## src/dday_pkg.sv

```systemverilog
// shared types, constants and calendar tables for the date day difference block
package dday_pkg;

    localparam int YEAR_W  = 14;
    localparam int MONTH_W = 4;
    localparam int DAY_W   = 5;
    localparam int DIST_W  = 22;
    localparam int NUM_W   = 23;
    localparam int QUO_W   = 8;
    localparam int MOFF_W  = 9;
    localparam int PROD_W  = 27;

    // floor(x / 100) = (x * RECIP_100) >> RECIP_SHIFT for every 14-bit x
    localparam int RECIP_100   = 5243;
    localparam int RECIP_SHIFT = 19;
    localparam int CENTURY     = 100;
    localparam int DAYS_YEAR   = 365;

    localparam logic [DIST_W-1:0] DIST_MAX = {DIST_W{1'b1}};

    typedef logic [YEAR_W-1:0]  t_year;
    typedef logic [MONTH_W-1:0] t_month;
    typedef logic [DAY_W-1:0]   t_day;
    typedef logic [DIST_W-1:0]  t_dist;
    typedef logic [NUM_W-1:0]   t_num;

    localparam t_month JAN = 4'd1;
    localparam t_month FEB = 4'd2;
    localparam t_month MAR = 4'd3;
    localparam t_month APR = 4'd4;
    localparam t_month MAY = 4'd5;
    localparam t_month JUN = 4'd6;
    localparam t_month JUL = 4'd7;
    localparam t_month AUG = 4'd8;
    localparam t_month SEP = 4'd9;
    localparam t_month OCT = 4'd10;
    localparam t_month NOV = 4'd11;
    localparam t_month DEC = 4'd12;

    // length of a month, zero for a month code outside 1..12
    function automatic t_day month_len(input t_month m, input logic leap);
        t_day len;
        case (m)
            FEB:                     len = leap ? 5'd29 : 5'd28;
            APR, JUN, SEP, NOV:      len = 5'd30;
            JAN, MAR, MAY, JUL,
            AUG, OCT, DEC:           len = 5'd31;
            default:                 len = 5'd0;
        endcase
        return len;
    endfunction

    // days of the earlier months of a common year
    function automatic logic [MOFF_W-1:0] month_start(input t_month m);
        logic [MOFF_W-1:0] ofs;
        case (m)
            JAN:     ofs = 9'd0;
            FEB:     ofs = 9'd31;
            MAR:     ofs = 9'd59;
            APR:     ofs = 9'd90;
            MAY:     ofs = 9'd120;
            JUN:     ofs = 9'd151;
            JUL:     ofs = 9'd181;
            AUG:     ofs = 9'd212;
            SEP:     ofs = 9'd243;
            OCT:     ofs = 9'd273;
            NOV:     ofs = 9'd304;
            DEC:     ofs = 9'd334;
            default: ofs = 9'd0;
        endcase
        return ofs;
    endfunction

endpackage

```

## src/date_day_difference.sv

```systemverilog
// top level: absolute day distance between two gregorian dates
//
// usage
//   a transfer into the block happens at a rising edge with start high and
//   busy low; busy is held low, so a new date pair may be sent every cycle
//   each date pair gives exactly one result: o_valid is high for one cycle
//   with o_day_distance, o_first_valid and o_second_valid
//   the result passes through three day-number stages plus the difference
//   register before it is presented
//   throughput: one date pair per cycle, set by the four register stages
//   a date is valid when its month is 1..12 and its day is 1..month length;
//   the year never makes a date invalid, year 0 counts as a leap year
//   distance is zero when either date is invalid and saturates at the
//   22-bit maximum
//   reset (synchronous, active low) clears the valid pipeline, so pairs in
//   flight are dropped and o_valid is low in the cycle after reset
//   the receiver cannot stall: a result is taken at the edge ending its cycle
module date_day_difference (
    input  logic             i_clk,
    input  logic             i_rst_n,
    input  logic             start,
    output logic             busy,
    input  dday_pkg::t_year  i_year_a,
    input  dday_pkg::t_month i_month_a,
    input  dday_pkg::t_day   i_day_a,
    input  dday_pkg::t_year  i_year_b,
    input  dday_pkg::t_month i_month_b,
    input  dday_pkg::t_day   i_day_b,
    output logic             o_valid,
    output dday_pkg::t_dist  o_day_distance,
    output logic             o_first_valid,
    output logic             o_second_valid
);
    import dday_pkg::*;

    // never blocks: the pipeline takes a pair every cycle
    assign busy = 1'b0;

    // per-date day numbers, registered at the last stage of each dday_date_num
    t_num num_a;
    t_num num_b;
    logic ok_a;
    logic ok_b;

    dday_date_num u_date_a (
        .i_clk     (i_clk),
        .i_year    (i_year_a),
        .i_month   (i_month_a),
        .i_day     (i_day_a),
        .o_num     (num_a),
        .o_date_ok (ok_a)
    );

    dday_date_num u_date_b (
        .i_clk     (i_clk),
        .i_year    (i_year_b),
        .i_month   (i_month_b),
        .i_day     (i_day_b),
        .o_num     (num_b),
        .o_date_ok (ok_b)
    );

    // valid bits that follow each pair through the four stages
    logic [3:0] r_vld;
    logic [3:0] n_vld;

    assign n_vld = {r_vld[2:0], start & ~busy};

    always_ff @(posedge i_clk) begin
        if (!i_rst_n) begin
            r_vld <= '0;
        end else begin
            r_vld <= n_vld;
        end
    end

    // stage 4: absolute difference, saturation, zero on an invalid date
    t_num  n_diff;
    t_dist n_dist;

    assign n_diff = (num_a >= num_b) ? (num_a - num_b) : (num_b - num_a);

    always_comb begin
        if (!(ok_a && ok_b)) begin
            n_dist = '0;
        end else if (n_diff > NUM_W'(DIST_MAX)) begin
            n_dist = DIST_MAX;
        end else begin
            n_dist = n_diff[DIST_W-1:0];
        end
    end

    // output registers, payload without reset
    t_dist r_dist;
    logic  r_first_ok;
    logic  r_second_ok;

    always_ff @(posedge i_clk) begin
        r_dist      <= n_dist;
        r_first_ok  <= ok_a;
        r_second_ok <= ok_b;
    end

    assign o_valid        = r_vld[3];
    assign o_day_distance = r_dist;
    assign o_first_valid  = r_first_ok;
    assign o_second_valid = r_second_ok;

endmodule

```

## src/dday_date_num.sv

```systemverilog
// three-stage pipeline that checks one date and forms its day number
module dday_date_num (
    input  logic            i_clk,
    input  dday_pkg::t_year  i_year,
    input  dday_pkg::t_month i_month,
    input  dday_pkg::t_day   i_day,
    output dday_pkg::t_num   o_num,
    output logic            o_date_ok
);
    import dday_pkg::*;

    // stage 1: elapsed years and quotients by 100
    logic [YEAR_W-1:0] n_years;
    logic [PROD_W-1:0] n_prod_n;
    logic [PROD_W-1:0] n_prod_y;

    t_year             r_s1_year;
    logic [YEAR_W-1:0] r_s1_n;
    logic [QUO_W-1:0]  r_s1_qn;
    logic [QUO_W-1:0]  r_s1_qy;
    t_month            r_s1_month;
    t_day              r_s1_day;

    assign n_years  = (i_year == '0) ? '0 : i_year - 1'b1;
    assign n_prod_n = PROD_W'(n_years) * PROD_W'(RECIP_100);
    assign n_prod_y = PROD_W'(i_year) * PROD_W'(RECIP_100);

    always_ff @(posedge i_clk) begin
        r_s1_year  <= i_year;
        r_s1_n     <= n_years;
        r_s1_qn    <= n_prod_n[RECIP_SHIFT +: QUO_W];
        r_s1_qy    <= n_prod_y[RECIP_SHIFT +: QUO_W];
        r_s1_month <= i_month;
        r_s1_day   <= i_day;
    end

    // stage 2: leap rule, validity, whole-year days and month offset
    logic              n_div100;
    logic              n_leap;
    logic              n_ok;
    t_num              n_base;
    logic [MOFF_W-1:0] n_moff;

    t_num              r_s2_base;
    logic [MOFF_W-1:0] r_s2_moff;
    t_day              r_s2_day;
    logic              r_s2_ok;

    assign n_div100 = ((YEAR_W+1)'(r_s1_qy) * (YEAR_W+1)'(CENTURY)) == (YEAR_W+1)'(r_s1_year);
    assign n_leap   = ((r_s1_year[1:0] == 2'b00) && !n_div100)
                    || (n_div100 && (r_s1_qy[1:0] == 2'b00));
    assign n_ok     = (r_s1_day != '0) && (r_s1_day <= month_len(r_s1_month, n_leap));
    assign n_base   = NUM_W'(r_s1_n) * NUM_W'(DAYS_YEAR) + NUM_W'(r_s1_n >> 2)
                    - NUM_W'(r_s1_qn) + NUM_W'(r_s1_qn >> 2);
    assign n_moff   = month_start(r_s1_month)
                    + MOFF_W'((r_s1_month > FEB) && n_leap);

    always_ff @(posedge i_clk) begin
        r_s2_base <= n_base;
        r_s2_moff <= n_moff;
        r_s2_day  <= r_s1_day;
        r_s2_ok   <= n_ok;
    end

    // stage 3: day number
    t_num r_s3_num;
    logic r_s3_ok;

    always_ff @(posedge i_clk) begin
        r_s3_num <= r_s2_base + NUM_W'(r_s2_moff) + NUM_W'(r_s2_day);
        r_s3_ok  <= r_s2_ok;
    end

    assign o_num     = r_s3_num;
    assign o_date_ok = r_s3_ok;

endmodule

```

## config.mk

```make
export PLATFORM = sky130hd
export DESIGN_NAME = date_day_difference
export DESIGN_NICKNAME = d
export VERILOG_FILES = /design/src/dday_pkg.sv /design/src/date_day_difference.sv /design/src/dday_date_num.sv
export SDC_FILE = /design/constraint.sdc
export NUM_CORES = 2
export LEC_CHECK = 0
export ABC_CLOCK_PERIOD_IN_PS = 19580
export BUFFER_PORTS_ARGS = -buffer_cell sky130_fd_sc_hd__buf_2
export CORE_ASPECT_RATIO = 1.2
export CORE_MARGIN = 2
export CORE_UTILIZATION = 35
export DETAILED_ROUTE_END_ITERATION = 10
export SLEW_MARGIN = 20
export SYNTH_ARGS = -nofsm -noshare
export SYNTH_HDL_FRONTEND = slang
export SYNTH_SLANG_ARGS = --single-unit
```

## constraint.sdc

```tcl
create_clock -name i_clk -period 19.58 [get_ports i_clk]
set_input_delay 0 -clock i_clk [delete_from_list [all_inputs] [get_ports i_clk]]
set_output_delay 0 -clock i_clk [all_outputs]
set_load 0.005 [all_outputs]
```

# [After elaboration in Yosys (flattened, before gate mapping)]
# Memories as Yosys holds them, arrays and structs flattened. A register that Yosys moved wholly into a read port is not among the register bits.
# Index checks and enable logic that the tools add are counted.
[word_totals] input_bits=49 latchBits=0 regBits=258 ramBits=0 mem_bits_ro=288 elab_cells=119 output_inout_bits=26 n_memories=2
[mem_list] memory="(name not given)" words=16 width=9 read_ports=1 rd_ports_with_merged_regs=1 wr=0 line_no="dday_pkg.sv:56" rtl="case (m)"
[mem_list] memory="(name not given)" words=16 width=9 read_ports=1 rd_ports_with_merged_regs=1 wr=0 line_no="dday_pkg.sv:56"
[op_classes] n_shift=0 add_sub_neg=16 n_eq_ne=26 bitwise_logic=0 order_cmp=6 n_reduce_logical=25 n_mul=8 n_mux=8 div=0
[op_table] op="14-bit by 13-bit multiplier with 27-bit output (second input constant)" n=4
[op_table] op="23-bit by 12-bit adder with 23-bit output" n=2
[op_table] op="23-bit by 5-bit adder with 23-bit output" n=2
[op_table] op="23-bit by 6-bit adder with 23-bit output" n=2
[op_table] op="23-bit by 9-bit adder with 23-bit output" n=2
[op_table] op="14-bit by 9-bit multiplier with 23-bit output (second input constant)" n=2
[op_table] op="23-bit subtractor" n=2
[op_table] op="23-bit by 8-bit subtractor with 23-bit output" n=2
[op_table] op="4-bit equality test (second input constant)" n=10
[op_table] op="4-bit by 3-bit equality test with 1-bit output (second input constant)" n=8
[op_table] op="15-bit by 14-bit equality test with 1-bit output" n=2
[op_table] op="5-bit case mux with 3 select lines" n=2
[op_table] op="14-bit zero test" n=2
[op_table] op="14-bit two-way mux" n=2
[op_table] op="14-bit by 1-bit subtractor with 14-bit output (second input constant)" n=2
[op_table] op="8-bit by 5-bit multiplier with 13-bit output (second input constant)" n=2
[op_table] op="23-bit >= comparator" n=1
[op_table] op="23-bit by 22-bit > comparator with 1-bit output (second input constant)" n=1
[op_table] op="23-bit two-way mux" n=1
[op_table] op="22-bit two-way mux" n=1
[op_table] op="9-bit by 1-bit adder with 9-bit output" n=2
[op_table] op="4-bit by 2-bit equality test with 1-bit output (second input constant)" n=4
[op_table] op="7-bit OR reduction" n=2
[op_table] op="5-bit <= comparator" n=2
[op_table] op="other kinds (9)" n=27

# [Longest topological paths before layout]
[depth] ltp_word=9 ltp_mapped=31 ltp_nobuf=31

# [Modules after synthesis]
# From an unflattened synthesis, not the netlist that was laid out.
[hier_totals] cells_unflattened=3541 hier_area_um2=34715.8
[by_module_without_submodules] module="dday_date_num (u_date_a)" n_inst=1 cells_per_inst=1587 area_each_um2=15867.7 seq_area_each_um2=2482.4
[by_module_without_submodules] module="dday_date_num (u_date_b)" n_inst=1 cells_per_inst=1549 area_each_um2=15671.3 seq_area_each_um2=2482.4
[by_module_without_submodules] module="date_day_difference" n_inst=1 cells_per_inst=405 area_each_um2=3176.8 seq_area_each_um2=560.5

# [Least setup slack after synthesis]
# Ideal clock, no wire load.
[synth_timing] kind="input port to flip-flop" from="input port i_year_a[1]" to="register u_date_a.r_s1_qn[7]" setup_ns=0.072 required_time_ns=19.508 path_stages=28 path_buffers=0 arrival_time_ns=6.155 path_slack_ns=13.353 cell_sequence="inv_1 -> ha_1 -> a21boi_0 -> nand2_1 -> nand2_1 -> nand2_1 -> a21boi_0 -> nand2_1 -> xnor2_1 -> nor2_1 -> ha_1 -> fa_1 -> fa_1 -> fa_1 -> inv_1 -> fa_1 -> inv_1 -> ha_1 -> a21o_1 -> a21o_1 -> a21oi_1 -> o21ai_0 -> o21a_1 -> o21a_1 -> o31ai_1 -> a21oi_1 -> a21oi_1 -> xnor2_1"
[synth_between] elab_chain_len=3 word_cells_on_any_way=4 classes_between="1 x add/sub; 1 x mul; 1 x mux; 1 x reduce/logical"
[synth_lines] element="from (decl)" line_no="date_day_difference.sv:23" rtl="input dday_pkg::t_year i_year_a,"
[synth_lines] element="14-bit by 1-bit subtractor with 14-bit output or 14-bit zero test (tied branches)" line_no="dday_date_num.sv:24" rtl="assign n_years = (i_year == '0) ? '0 : i_year - 1'b1;"
[synth_lines] element="14-bit two-way mux (*)" line_no="dday_date_num.sv:24"
[synth_lines] element="named net u_date_a.n_years[11]" line_no="dday_date_num.sv:13" rtl="logic [YEAR_W-1:0] n_years;"
[synth_lines] element="14-bit by 13-bit multiplier with 27-bit output (*)" line_no="dday_date_num.sv:25" rtl="assign n_prod_n = PROD_W'(n_years) * PROD_W'(RECIP_100);"
[synth_lines] element="named net u_date_a.n_prod_n[26]" line_no="dday_date_num.sv:14" rtl="logic [PROD_W-1:0] n_prod_n;"
[synth_lines] element="to (signal assigned)" line_no="dday_date_num.sv:31" rtl="r_s1_qn <= n_prod_n[RECIP_SHIFT +: QUO_W];"
[synth_lines] element="to (decl)" line_no="dday_date_num.sv:19" rtl="logic [QUO_W-1:0] r_s1_qn;"
# The timed path passes the listed nets; every way through them passes the cells marked *.
# A chain may end at the register's enable or synchronous reset.

# [Worst setup path after layout]
[layout_timing] from="input port i_year_a[2]" to="register u_date_a.r_s1_qn[7]"
# The elaborated chain is that of the path after synthesis.

==> results.md <==
| Result | Reported |
| --- | --- |
| Slew of the pin with the lowest slew margin | 0.901 ns |
| Top cell types by occurrence after synthesis | sky130_fd_sc_hd__inv_1, sky130_fd_sc_hd__ha_1, sky130_fd_sc_hd__fa_1, sky130_fd_sc_hd__dfxtp_1, sky130_fd_sc_hd__xnor2_1 |
| TritonCTS buffer count | 34 |
| Total track usage | 14.0% |
| Average via count per standard cell | 4.49 |
| Die outline area | 98900 um^2 |
| Dominant combinational cell family by area after synthesis | adder cells |
| Number of flops mapped to enable cells by yosys | 0 |
| Setup TNS | 0 ns |
| H-tree depth | 2 |
| Number of distinct library cells after synthesis | 73 |
| Period utilisation layout | 36.3% |
| Setup Buffers After CTS | 0 |
| Horizontal die dimension | 287 um |
| Proportion of synthesized area in mux cells | 0.875% |
| Compound-cell area share of the yosys netlist | 7.79% |
| Post-Synth Simple-Gate Area | 5.76% |
| Largest area contributor in the synthesized netlist | sky130_fd_sc_hd__ha_1 |
| Number of instances in the synthesized netlist | 3412 |
| Remaining global-route overflow | 0 |
| Number of gates resized after cts | 0 |
| Largest net degree at the start of global routing | 31 |
| Hold crit path type | in2reg |
| Min Clock Period, post-route | 7.10 ns |
| Initial drt markers | 684 |
| Leading cell type by number of instances after synthesis | sky130_fd_sc_hd__inv_1 |
| Main synth FF type | sky130_fd_sc_hd__dfxtp_1 |
| Total Wirelength | 66200 um |
| Worst hold start | i_day_a[0] |
| CTS Root Cell | sky130_fd_sc_hd__clkbuf_16 |
| Routed wirelength normalized by instance count | 13.7 um |
| Wire length of the first global-routing pass | 113000 um |
| Startpoint-to-endpoint class of the critical path | in2reg |
| Synthesized net count | 4649 |
| Input/output buffers | 73 |
| Core area | 95400 um^2 |
| Initial cell density of the core | 35.4% |
| Setup repair after global routing missed its margin | no |
| Proportion of synthesized chip area in sequential cells | 16.4% |
| Final net count | 4779 |
| Initial antenna violation count | 3 |
| Share of the synthesized area in the top cell type | 28.1% |
| Pre-Repair DR Iteration Count | 4 |
| Average cell area after synthesis | 9.89 um^2 |
| Largest clock skew in the final design | 0.0169 ns |
| Data arrival time at the worst-slack endpoint | 7.57 ns |
| Final Slew Violations | 0 |
| FF+latch count, synth | 276 |
| Worst setup SP type | primary input |
| Main area contributors after synthesis | sky130_fd_sc_hd__ha_1, sky130_fd_sc_hd__fa_1, sky130_fd_sc_hd__dfxtp_1 |
| Relative slew slack | 39.7% |
| Share of synthesized cell area in full adder, half adder and majority cells | 53.6% |
| Routed vias | 21.7k |
| Count of warnings emitted by yosys | 0 |
| Drc violations | 0 |
| Worst-path cell with the longest stage delay | sky130_fd_sc_hd__nor2_1 |
| Post-CTS Hold Fix Bufs | 49 |
| Layout overhead on the synthesized area | 10.1% |
| Y dimension of the die | 344 um |
| CTS tree | built |
| Row Count | 124 |
| Clk slew on worst S/H paths | 0.06 ns |
| Launch point of the worst reg-to-reg path | u_date_b.r_s1_n[5] |
| Bufs on Longest Clock Path | 3 |
| Xor/xnor cell area share of the yosys netlist | 5.14% |
| Hold violation total from the final report | 0 |
| Synth Cell Area | 33800 um^2 |
| Run status | complete, no violations |
| Via count of the first global-routing pass | 23.3k |
| CP peak stage delay | 0.69 ns |
| Half-perimeter wire length after placement | 57500 um |
| Share of synthesized registers carrying an async set or reset | 0% |
| Number of max-cap violations | 0 |
| Endpoints failing setup | 0 |
| Required arrival time at the worst endpoint | 20.05 ns |
| Clock latency reported for the late side of the worst-skew pair | 0.55 ns |
| Count of antenna-violating nets left after detailed routing | 0 |
| Beginning of the critical path | i_year_a[2] |
| CTS Sinks | 276 |
| IO Count | 75 |
| Weighted congestion reported at the end of routability-driven placement | 0.836 |
| Layout cells sized above 1 | 4.72% |
| Worst Setup End Kind | flop |
| Fmax | 141 MHz |
| Largest fanout of any net on the critical path | 8 |
## per-layer routing
metal | share of wire, % | global-route usage, %
met2 | 50 | 25.2
met5 | 0.017 | 0
met1 | 46 | 17.8
met3 | 2.3 | 1.69
met4 | 2.2 | 3.35
## per-stage QoR
| stage | utilization (%) | hold WS (ns) | worst slack (ns) | cell area (um^2) | std cells |
|---|---|---|---|---|---|
| final | 38.9 | 0.0961 | 12.48 | 37200 | 4825 |
| after global routing | 38.9 | 0.0686 | 11.82 | 37200 | 4825 |
| after CTS | 38.9 | 0.0472 | 12.42 | 37100 | 4823 |
| after detailed placement | 37.3 | 0.104 | 12.36 | 35600 | 4717 |
| after global placement | 37.3 | 0.103 | 12.55 | 35600 | 4717 |
| after floorplan | - | 0.0277 | 13.35 | 33800 | 3412 |
## path summary, 6_finish.rpt
path | endpoint | slack, ns | depth (start not counted)
worst max-delay path | u_date_a.r_s1_qn[7] | 12.48 | 30
worst min-delay path | u_date_a.r_s1_day[0] | 0.1 | 2
worst max register to register | u_date_b.r_s2_base[20] | 13.94 | 19
worst min register to register | u_date_b.o_date_ok | 0.34 | 0
## cells by family after synthesis
group | count (synthesis)
AO/OA/AOI/OAI | 407
XOR/XNOR | 198
adder cells (fa/ha/maj) | 1188
buffers and inverters | 925
flip-flops | 276
multiplexers | 26
other | 1
AND/OR/NAND/NOR | 391
## worst max-delay path, delay by kind of cell
| family | cells | cell delay (ns) |
|---|---|---|
| XOR/XNOR | 2 | 0.26 |
| AND/OR/NAND/NOR | 5 | 1.10 |
| adder cells (fa/ha/maj) | 7 | 2.81 |
| AO/OA/AOI/OAI | 11 | 2.36 |
| buffers and inverters | 5 | 1.02 |
## final cells by class
class,count,area (um^2)
clock inverter,16,181
sequential,276,5530
inverter,895,3360
clock buffer,41,918
antenna,2,5.00
multi-input combinational,2211,24700
fill,9363,58300
tap,1260,1580
timing repair buffer,124,871
## flip-flops by register name (all words and copies together), names as in the netlist, 5 cells and up, named ones only
register and count:
o_day_distance 22, u_date_a.o_num 23, u_date_a.r_s1_day 5, u_date_a.r_s1_n 14, u_date_a.r_s1_qn 8, u_date_a.r_s1_qy 8
u_date_a.r_s1_year 14, u_date_a.r_s2_base 23, u_date_a.r_s2_day 5, u_date_a.r_s2_moff 9, u_date_b.o_num 23, u_date_b.r_s1_day 5
u_date_b.r_s1_n 14, u_date_b.r_s1_qn 8, u_date_b.r_s1_qy 8, u_date_b.r_s1_year 14, u_date_b.r_s2_base 23, u_date_b.r_s2_day 5
u_date_b.r_s2_moff 9
## placed cells by master (no fill, tap or decap), drive strengths merged, types with 5 or more instances in the layout
cell | Yosys | routed
dlygate4sd3 | 0 | 49
a21o | 67 | 67
nor4 | 10 | 10
clkinv | 0 | 9
dfxtp | 276 | 276
a211o | 7 | 7
nor3 | 26 | 26
o31ai | 8 | 8
clkbuf | 10 | 41
o21a | 27 | 27
o21bai | 11 | 11
a21oi | 138 | 138
a211oi | 14 | 14
buf | 20 | 75
nor2b | 19 | 19
and2 | 17 | 17
ha | 758 | 758
a21boi | 10 | 10
o21ai | 68 | 68
and3 | 25 | 25
or4 | 7 | 7
nand3 | 37 | 37
xnor2 | 151 | 151
inv | 895 | 896
nand2 | 101 | 101
xor2 | 47 | 47
nor2 | 83 | 83
nand2b | 15 | 15
and4 | 5 | 5
or3 | 5 | 5
a31oi | 13 | 13
mux2i | 16 | 16
o211ai | 6 | 6
nand4 | 25 | 25
fa | 430 | 430
mux2 | 8 | 8
or2 | 16 | 16
Power is left out: the tool's default activity adds up to more than one toggle a clock period on the data nets, which glitch-free logic cannot reach.
